`config.mk`:
```
export PLATFORM = sky130hd
export DESIGN_NAME = rv64i_instruction_decoder_unit
export DESIGN_NICKNAME = d
export VERILOG_FILES = /design/src/hdl/rvid_pkg.sv /design/src/hdl/rvid_decode.sv /design/src/hdl/rv64i_instruction_decoder_unit.sv
export SDC_FILE = /design/constraint.sdc
export NUM_CORES = 1
export LEC_CHECK = 0
export BUFFER_PORTS_ARGS = -buffer_cell sky130_fd_sc_hd__buf_2
export CORE_ASPECT_RATIO = 1.2
export CORE_UTILIZATION = 35
export DETAILED_ROUTE_END_ITERATION = 6
export GPL_TIMING_DRIVEN = 0
export PLACE_DENSITY = 0.71
export SYNTH_ARGS = -nofsm -noshare
export SYNTH_HDL_FRONTEND = slang
export SYNTH_SLANG_ARGS = --single-unit
```
`constraint.sdc`:
```
create_clock -name clk -period 1.87 [get_ports clk]
set_clock_uncertainty 0.05 [all_clocks]
set_input_delay 0.374 -clock clk [delete_from_list [all_inputs] [get_ports clk]]
set_output_delay 0.374 -clock clk [all_outputs]
set_load 0.02 [all_outputs]
```
`src/hdl/rvid_pkg.sv`:
```
// Shared types and codes for the RV64I instruction decoder.
// No dependencies; used by the decode logic, the top level and the checker.
package rvid_pkg;

  localparam int INSTR_W = 32;
  localparam int OP_W    = 6;
  localparam int LAY_W   = 3;
  localparam int REG_W   = 5;
  localparam int IMM_W   = 21;

  localparam logic [6:0] OPC_R      = 7'b0110011;
  localparam logic [6:0] OPC_I_ALU  = 7'b0010011;
  localparam logic [6:0] OPC_LOAD   = 7'b0000011;
  localparam logic [6:0] OPC_JALR   = 7'b1100111;
  localparam logic [6:0] OPC_STORE  = 7'b0100011;
  localparam logic [6:0] OPC_BRANCH = 7'b1100011;
  localparam logic [6:0] OPC_JAL    = 7'b1101111;
  localparam logic [6:0] OPC_LUI    = 7'b0110111;

  localparam logic [6:0] F7_BASE = 7'b0000000;
  localparam logic [6:0] F7_ALT  = 7'b0100000;

  // Function-3 codes of the ALU, load, store and branch classes.
  localparam logic [2:0] F3_ADD  = 3'b000;
  localparam logic [2:0] F3_SLL  = 3'b001;
  localparam logic [2:0] F3_XOR  = 3'b100;
  localparam logic [2:0] F3_SR   = 3'b101;
  localparam logic [2:0] F3_OR   = 3'b110;
  localparam logic [2:0] F3_AND  = 3'b111;

  localparam logic [2:0] F3_LB   = 3'b000;
  localparam logic [2:0] F3_LH   = 3'b001;
  localparam logic [2:0] F3_LW   = 3'b010;
  localparam logic [2:0] F3_LD   = 3'b011;
  localparam logic [2:0] F3_LBU  = 3'b100;
  localparam logic [2:0] F3_LHU  = 3'b101;
  localparam logic [2:0] F3_LWU  = 3'b110;

  localparam logic [2:0] F3_SB   = 3'b000;
  localparam logic [2:0] F3_SH   = 3'b001;
  localparam logic [2:0] F3_SW   = 3'b010;
  localparam logic [2:0] F3_SD   = 3'b011;

  localparam logic [2:0] F3_BEQ  = 3'b000;
  localparam logic [2:0] F3_BNE  = 3'b001;
  localparam logic [2:0] F3_BLT  = 3'b100;
  localparam logic [2:0] F3_BGE  = 3'b101;
  localparam logic [2:0] F3_BLTU = 3'b110;
  localparam logic [2:0] F3_BGEU = 3'b111;

  typedef enum logic [OP_W-1:0] {
    OP_UNKNOWN = 6'd0,
    OP_ADD  = 6'd1,  OP_SUB  = 6'd2,  OP_XOR  = 6'd3,  OP_OR   = 6'd4,
    OP_AND  = 6'd5,  OP_SLL  = 6'd6,  OP_SRL  = 6'd7,  OP_SRA  = 6'd8,
    OP_ADDI = 6'd9,  OP_XORI = 6'd10, OP_ORI  = 6'd11, OP_ANDI = 6'd12,
    OP_SLLI = 6'd13, OP_SRLI = 6'd14, OP_SRAI = 6'd15,
    OP_LB   = 6'd16, OP_LH   = 6'd17, OP_LW   = 6'd18, OP_LD   = 6'd19,
    OP_LBU  = 6'd20, OP_LHU  = 6'd21, OP_LWU  = 6'd22, OP_JALR = 6'd23,
    OP_SB   = 6'd24, OP_SH   = 6'd25, OP_SW   = 6'd26, OP_SD   = 6'd27,
    OP_BEQ  = 6'd28, OP_BNE  = 6'd29, OP_BLT  = 6'd30, OP_BGE  = 6'd31,
    OP_BLTU = 6'd32, OP_BGEU = 6'd33, OP_JAL  = 6'd34, OP_LUI  = 6'd35
  } op_t;

  typedef enum logic [LAY_W-1:0] {
    LAY_R      = 3'd0,
    LAY_I_ALU  = 3'd1,
    LAY_LOAD   = 3'd2,
    LAY_JALR   = 3'd3,
    LAY_STORE  = 3'd4,
    LAY_BRANCH = 3'd5,
    LAY_JAL    = 3'd6,
    LAY_LUI    = 3'd7
  } layout_t;

  typedef struct packed {
    logic                     handled;
    op_t                      op;
    layout_t                  lay;
    logic [REG_W-1:0]         rd;
    logic [REG_W-1:0]         rs1;
    logic [REG_W-1:0]         rs2;
    logic signed [IMM_W-1:0]  imm;
  } decode_t;

endpackage

```
`src/hdl/rvid_decode.sv`:
```
// Combinational decode of one instruction word into operation, layout,
// register fields and immediate. Depends on rvid_pkg.
module rvid_decode
  import rvid_pkg::*;
(
  input  logic [INSTR_W-1:0] word,
  output decode_t            dec
);

  logic [6:0] opc;
  logic [2:0] f3;
  logic [6:0] f7;
  logic [5:0] top6;
  logic signed [IMM_W-1:0] imm_i;
  logic signed [IMM_W-1:0] imm_s;
  logic signed [IMM_W-1:0] imm_b;
  logic signed [IMM_W-1:0] imm_j;
  logic signed [IMM_W-1:0] imm_u;
  logic signed [IMM_W-1:0] imm_sh;

  assign opc  = word[6:0];
  assign f3   = word[14:12];
  assign f7   = word[31:25];
  assign top6 = word[31:26];

  assign imm_i  = {{(IMM_W-12){word[31]}}, word[31:20]};
  assign imm_s  = {{(IMM_W-12){word[31]}}, word[31:25], word[11:7]};
  assign imm_b  = {{(IMM_W-13){word[31]}}, word[31], word[7], word[30:25],
                   word[11:8], 1'b0};
  assign imm_j  = {word[31], word[19:12], word[20], word[30:21], 1'b0};
  // The lui field is passed raw, so it is zero-extended, not sign-extended.
  assign imm_u  = {1'b0, word[31:12]};
  assign imm_sh = {{(IMM_W-6){1'b0}}, word[25:20]};

  always_comb begin
    dec.handled = 1'b1;
    dec.op      = OP_UNKNOWN;
    dec.lay     = LAY_R;
    dec.rd      = word[11:7];
    dec.rs1     = word[19:15];
    dec.rs2     = word[24:20];
    dec.imm     = '0;
    case (opc)
      OPC_R: begin
        dec.lay = LAY_R;
        if (f7 == F7_BASE) begin
          case (f3)
            F3_ADD:  dec.op = OP_ADD;
            F3_XOR:  dec.op = OP_XOR;
            F3_OR:   dec.op = OP_OR;
            F3_AND:  dec.op = OP_AND;
            F3_SLL:  dec.op = OP_SLL;
            F3_SR:   dec.op = OP_SRL;
            default: dec.op = OP_UNKNOWN;
          endcase
        end else if (f7 == F7_ALT) begin
          if (f3 == F3_ADD) dec.op = OP_SUB;
          else if (f3 == F3_SR) dec.op = OP_SRA;
        end
      end
      OPC_I_ALU: begin
        dec.lay = LAY_I_ALU;
        dec.rs2 = '0;
        dec.imm = imm_i;
        case (f3)
          F3_ADD: dec.op = OP_ADDI;
          F3_XOR: dec.op = OP_XORI;
          F3_OR:  dec.op = OP_ORI;
          F3_AND: dec.op = OP_ANDI;
          F3_SLL: begin
            // A left shift with upper bits set is not legal and keeps the
            // ordinary 12-bit immediate.
            if (top6 == 6'd0) begin
              dec.op  = OP_SLLI;
              dec.imm = imm_sh;
            end
          end
          F3_SR: begin
            dec.op  = (top6 == 6'd0) ? OP_SRLI : OP_SRAI;
            dec.imm = imm_sh;
          end
          default: dec.op = OP_UNKNOWN;
        endcase
      end
      OPC_LOAD: begin
        dec.lay = LAY_LOAD;
        dec.rs2 = '0;
        dec.imm = imm_i;
        case (f3)
          F3_LB:   dec.op = OP_LB;
          F3_LH:   dec.op = OP_LH;
          F3_LW:   dec.op = OP_LW;
          F3_LD:   dec.op = OP_LD;
          F3_LBU:  dec.op = OP_LBU;
          F3_LHU:  dec.op = OP_LHU;
          F3_LWU:  dec.op = OP_LWU;
          default: dec.op = OP_UNKNOWN;
        endcase
      end
      OPC_JALR: begin
        dec.lay = LAY_JALR;
        dec.rs2 = '0;
        dec.imm = imm_i;
        dec.op  = OP_JALR;
      end
      OPC_STORE: begin
        dec.lay = LAY_STORE;
        dec.rd  = '0;
        dec.imm = imm_s;
        case (f3)
          F3_SB:   dec.op = OP_SB;
          F3_SH:   dec.op = OP_SH;
          F3_SW:   dec.op = OP_SW;
          F3_SD:   dec.op = OP_SD;
          default: dec.op = OP_UNKNOWN;
        endcase
      end
      OPC_BRANCH: begin
        dec.lay = LAY_BRANCH;
        dec.rd  = '0;
        dec.imm = imm_b;
        case (f3)
          F3_BEQ:  dec.op = OP_BEQ;
          F3_BNE:  dec.op = OP_BNE;
          F3_BLT:  dec.op = OP_BLT;
          F3_BGE:  dec.op = OP_BGE;
          F3_BLTU: dec.op = OP_BLTU;
          F3_BGEU: dec.op = OP_BGEU;
          default: dec.op = OP_UNKNOWN;
        endcase
      end
      OPC_JAL: begin
        dec.lay = LAY_JAL;
        dec.rs1 = '0;
        dec.rs2 = '0;
        dec.imm = imm_j;
        dec.op  = OP_JAL;
      end
      OPC_LUI: begin
        dec.lay = LAY_LUI;
        dec.rs1 = '0;
        dec.rs2 = '0;
        dec.imm = imm_u;
        dec.op  = OP_LUI;
      end
      default: dec.handled = 1'b0;
    endcase
  end

endmodule

```
`src/hdl/rv64i_instruction_decoder_unit.sv`:
```
// Top level of the RV64I instruction decoder: input register, decode logic
// and result register. Depends on rvid_pkg and rvid_decode.

// One instruction word is taken per request whenever start is high; busy is
// always low, so a request may be issued in every clock cycle. The result
// passes through the input register and then the result register, and is
// shown for exactly one cycle with done high; the receiver cannot stall it.
// A word whose major opcode is not one of the eight handled classes gives no
// result and done stays low for it. The figure of one word per cycle is set
// by the single decode pass between the two registers.
module rv64i_instruction_decoder_unit
  import rvid_pkg::*;
(
  input  logic                     clk,
  input  logic                     rst,
  input  logic                     start,
  output logic                     busy,
  input  logic [INSTR_W-1:0]       instr_word,
  output logic                     done,
  output logic [OP_W-1:0]          op_id,
  output logic [LAY_W-1:0]         layout,
  output logic [REG_W-1:0]         dest_reg,
  output logic [REG_W-1:0]         src1_reg,
  output logic [REG_W-1:0]         src2_reg,
  output logic signed [IMM_W-1:0]  immediate
);

  logic               in_valid;
  logic [INSTR_W-1:0] in_word;
  decode_t            dec;

  assign busy = 1'b0;

  always_ff @(posedge clk) begin
    if (rst) begin
      in_valid <= 1'b0;
    end else begin
      in_valid <= start && !busy;
    end
    if (start && !busy) begin
      in_word <= instr_word;
    end
  end

  rvid_decode u_decode (
    .word (in_word),
    .dec  (dec)
  );

  always_ff @(posedge clk) begin
    if (rst) begin
      done <= 1'b0;
    end else begin
      done <= in_valid && dec.handled;
    end
    op_id     <= dec.op;
    layout    <= dec.lay;
    dest_reg  <= dec.rd;
    src1_reg  <= dec.rs1;
    src2_reg  <= dec.rs2;
    immediate <= dec.imm;
  end

endmodule

```
### Word-level counts from Yosys, hierarchy flattened

Cells that the tools add are included.

| word-level totals | value |
|---|---|
| input bits | 35 |
| register bits | 79 |

| operators by class | value |
|---|---|
| equality and inequality tests | 16 |
| multiplexer cells | 16 |
| reductions and logical operators | 9 |

Operators by type and width:

| operator | count |
|---|---|
| 21-bit case mux with 6 select lines | 1 |
| 6-bit case mux with 6 select lines | 2 |
| 9-bit case mux with 8 select lines | 1 |
| 21-bit case mux with 2 select lines | 1 |
| 5-bit case mux with 7 select lines | 1 |
| 7-bit by 6-bit == test with 1-bit output, second input constant | 4 |
| 7-bit == test, second input constant | 3 |
| 21-bit two-way mux | 1 |
| 5-bit case mux with 4 select lines | 1 |
| 3-bit case mux with 6 select lines | 1 |
| 3-bit == test, second input constant | 4 |
| 4-bit two-way mux | 3 |
| 6-bit two-way mux | 2 |
| 8-bit OR reduction | 1 |
| 7-bit by 2-bit == test with 1-bit output, second input constant | 1 |
| 7-bit by 5-bit == test with 1-bit output, second input constant | 1 |
| 7-bit zero test | 1 |
| 3-bit by 2-bit == test with 1-bit output, second input constant | 2 |
| 6-bit zero test | 1 |
| 2-bit OR reduction | 3 |
| 5-bit OR reduction | 1 |
| 3-bit by 1-bit == test with 1-bit output, second input constant | 1 |
| 3-bit zero test | 1 |
| 1-bit two-way mux | 2 |
| 1-bit logical AND | 1 |

### Depth between registers and ports, before layout

| logic depth | value |
|---|---|
| depth after elaboration | 6 |
| mapped depth | 7 |

### Cells and area by module

Synthesis repeated with hierarchy kept, for this count alone.

| second synthesis, totals | value |
|---|---|
| cells, all modules | 241 |
| area total of the unflattened synthesis | 2942.8 um2 |

Modules (own cells, without submodules):

| module | instances | sequential area each (um2) | area each (um2) | cells an instance |
|---|---|---|---|---|
| rv64i_instruction_decoder_unit | 1 | 1901.8 | 1928.1 | 83 |
| rvid_decode | 1 | 0.0 | 1014.7 | 158 |

### Least setup slack after synthesis

OpenSTA, ideal clock, no wires.

| path | value |
|---|---|
| path type | reg-to-reg |
| start | register in_word[3] |
| end | register op_id[1] |
| path slack | 0.032 ns |
| data required time | 1.741 ns |
| arrival time | 1.709 ns |
| stages on the path, launching flop included | 6 |
| path through | edfxtp_1 -> nand4bb_1 -> buf_2 -> or4_4 -> or3_1 -> o211ai_1 |

RTL lines:

| element | RTL line | text |
|---|---|---|
| start: declaration | rv64i_instruction_decoder_unit.sv:29 | `logic [INSTR_W-1:0] in_word;` |
| start signal: assignment | rv64i_instruction_decoder_unit.sv:41 | `in_word <= instr_word;` |
| end signal: assignment | rv64i_instruction_decoder_unit.sv:56 | `op_id <= dec.op;` |
| end: declaration | rv64i_instruction_decoder_unit.sv:20 | `output logic [OP_W-1:0] op_id,` |

==> results.sh <==
export IMPL_core_rowCount=36
export IMPL_avgViaCountPerCell=4.96
export IMPL_drive_gt1_frac=0.376
export IMPL_hold_viol=0
export IMPL_synth_async_reset_ratio=0
export IMPL_p_sw_uw=935
export IMPL_p_clk_frac=0.335
export IMPL_synthFlopType="dfxtp_1"
export IMPL_synth_top_cell_by_area="edfxtp_1"
export IMPL_n_antenna_cell=0
export IMPL_cts_hold_buf=0
export IMPL_io_pins=82
export IMPL_placed_area_um2=3480
export IMPL_synth_top_area_frac=0.327
export IMPL_power_sequential_fraction=0.552
export IMPL_vias=2322
export IMPL_grt_pass1_vias=2082
export IMPL_timing_final_crit_period_ns=1.86
export IMPL_cts_buffer_depth=2
export IMPL_gr_max_usage_layer="met2"
export IMPL_io_buffers=80
export IMPL_cts_root_buffer_cell="clkbuf_8"
export IMPL_switching_share=0.262
export IMPL_drtIter0Drc=217
export IMPL_place_gp_congestion=0.896
export IMPL_syn_cell_area_um2=2940
export IMPL_drc=0
export IMPL_cts_made_buffers=9
export IMPL_use_met3=0.0452
export IMPL_clk_latency_ns=0.35
export IMPL_ir_drop_uv=463
export IMPL_power_density_nw_per_um2=930
export IMPL_path_delay_family="simple AND/OR/NAND/NOR gates"
export IMPL_die_height_um=102
export IMPL_reg_largest_list="in_word (32), immediate (21), op_id (6)"
export IMPL_tightest_slew_ns=0.717
export IMPL_syn_to_final_growth_pct=30.4
export IMPL_tritoncts="done"
export IMPL_postRouteWirelength_um=7140
export IMPL_cp_arrival_ns=2.09
export IMPL_setup_viol=0
export IMPL_htreeDepth=3
export IMPL_initial_core_util=0.360
export IMPL_required_ns=2.10
export IMPL_cap_violations=0
export IMPL_fmax_ghz=0.539
export IMPL_core_um2=8150
export IMPL_grt_overflow=0
export IMPL_final_cell_area_um2=3830
export IMPL_worstSetupPathType="reg2reg"
export IMPL_comb_power_share=0.113
export IMPL_nFillCells=763
export IMPL_use_met1=0.207
export IMPL_drt_pass1_iterations=4
export IMPL_regMostFlops="in_word"
export IMPL_critPathMaxFanout=10
export IMPL_synthMostInstantiatedCell="dfxtp_1"
export IMPL_rsz0062_at_grt="yes"
export IMPL_start_kind="flop"
export IMPL_power_total_uw=3560
export IMPL_yosysSeqAreaShare=0.647
export IMPL_final_antenna_net_count=0
export IMPL_final_max_slew_viol_count=0
export IMPL_min_path_type="in2reg"
export IMPL_synthCells=251
export IMPL_grt_max_degree=34
export IMPL_synthTopCellsByCount="47 x dfxtp_1, 32 x edfxtp_1, 19 x nand2_1"
export IMPL_syn_num_nets=286
export IMPL_fp_dieW_um=85.7
export IMPL_synth_cell_types=46
export IMPL_die_area_um2=8770
export IMPL_grt_pass1_wl_um=10800
export IMPL_wire_per_inst_um=15.3
export IMPL_synth_area_per_cell_um2=11.7
export IMPL_grtUsageMet2=0.265
export IMPL_maxSlewHeadroom=0.522
export IMPL_synth_edf_count=32
export IMPL_crit_slowest_cell="or4_4"
export IMPL_track_usage=0.164
export IMPL_cp_num_buf_inv=1
export IMPL_synth_area_leaders="edfxtp_1 33%, dfxtp_1 32%, nor2b_1 2.8%"
export IMPL_cts_sinks=79
export IMPL_largest_reg_flops=32
export IMPL_nets=384
export IMPL_cts_clk_slew_worst_paths_ns=0.08
export IMPL_cellInternalPower_uw=2630
export IMPL_synth_seq_cells=79
export IMPL_period_share=0.993
export IMPL_yosysWarnings=0
export IMPL_p_leak_uw=0.00169
export IMPL_outcome="complete, no violations"
export IMPL_slowest_delay_ns=0.53
export IMPL_antenna_found_initial=0
export IMPL_dp_final_hpwl_um=5100
export IMPL_end_kind="flop"
export IMPL_crit_chain="buf_6 > nand3b_1 > or4_4 > or3_1 > o211ai_1"
cell type report:
type / instances / area, µm² / area share
Sequential cell: 79 / 1900 / 0.496
Multi-Input combinational cell: 147 / 1000 / 0.261
Timing Repair Buffer: 91 / 483 / 0.126
Clock buffer: 11 / 151 / 0.0395
Tap cell: 114 / 143 / 0.0372
Buffer: 14 / 88.8 / 0.0232
Clock inverter: 5 / 37.5 / 0.00979
Inverter: 7 / 26.3 / 0.00686
per-stage QoR:
stage	util	setup TNS (ns)	cells	setup WS, ns	hold WS [ns]
3_5_place_dp	0.427	-4.20	445	-0.235	0.406
3_3_place_gp	0.427	-2.94	445	-0.201	0.404
4_1_cts	0.456	-0.00114	464	-0.00114	0.126
5_1_grt	0.470	-0.0796	468	-0.0551	0.124
2_1_floorplan	-	0	251	0.0316	0.394
6_report	0.470	0	468	0.0133	0.135
power groups by stage:
stage	Sequential (µW)	Clock (µW)	Combinational, µW
global placement	2000	0	358
finish	1970	1190	403
detailed placement	2000	0	361
global route	1980	1300	434
floorplan	2050	0	160
CTS	1960	1220	376
timing repair:
action                     in CTS  in global routing
pin swaps                       2                  5
gates resized for setup         7                 19
setup endpoints to repair      33                 30
setup buffers                   5                  6
metal layers:
| layer | up-vias | wire length (µm) | share of wire |
|---|---|---|---|
| met5 | - | 0 | 0 |
| li1 | 1121 | - | - |
| met1 | 1086 | 2910 | 0.41 |
| met3 | 9 | 619 | 0.087 |
| met2 | 106 | 3530 | 0.49 |
| met4 | 0 | 91 | 0.013 |
worst paths after layout:
check	slack, ns	start	endpoint	depth (start not counted)
worst max-delay path	0.01	in_word[6]$_DFFE_PP_	op_id[1]$_DFF_P_	5
worst min-delay path	0.13	instr_word[18]	in_word[18]$_DFFE_PP_	1
worst max register to register	0.01	in_word[6]$_DFFE_PP_	op_id[1]$_DFF_P_	5
worst min register to register	0.41	in_valid$_SDFF_PP0_	done$_SDFF_PP0_	1
cell usage in the layout, fill, tap and decap left out, types with 2 or more instances in the layout:
| master | n |
|---|---|
| inv_6 | 2 |
| nor3_4 | 2 |
| nand3_1 | 8 |
| a21oi_4 | 2 |
| a21oi_1 | 8 |
| buf_2 | 83 |
| buf_6 | 3 |
| o311ai_0 | 2 |
| edfxtp_1 | 32 |
| a221o_1 | 8 |
| o211ai_1 | 2 |
| mux2i_1 | 2 |
| clkbuf_1 | 4 |
| a32oi_1 | 2 |
| nor3_2 | 2 |
| nor2_1 | 14 |
| or3_4 | 2 |
| nand2_1 | 17 |
| o22ai_1 | 2 |
| nor2b_1 | 13 |
| inv_1 | 7 |
| buf_4 | 12 |
| a22o_1 | 5 |
| xor2_1 | 3 |
| clkbuf_8 | 11 |
| nor3b_1 | 2 |
| dfxtp_1 | 47 |
| nand3b_1 | 2 |
| nor3_1 | 3 |
| a222oi_1 | 4 |
| nand2_2 | 2 |
| and3_1 | 8 |
| o21ai_0 | 10 |
| clkbuf_2 | 2 |
| o21a_1 | 2 |
cell families after synthesis:
kind of cell	Yosys count	share of synthesized area
simple gates	87	0.163
flops	79	0.647
compound gates	53	0.134
buf+inv	25	0.0358
xor+xnor	3	0.00894
mux	3	0.0106
other cells	1	0.00128
Power figures use the tool's default switching activity.
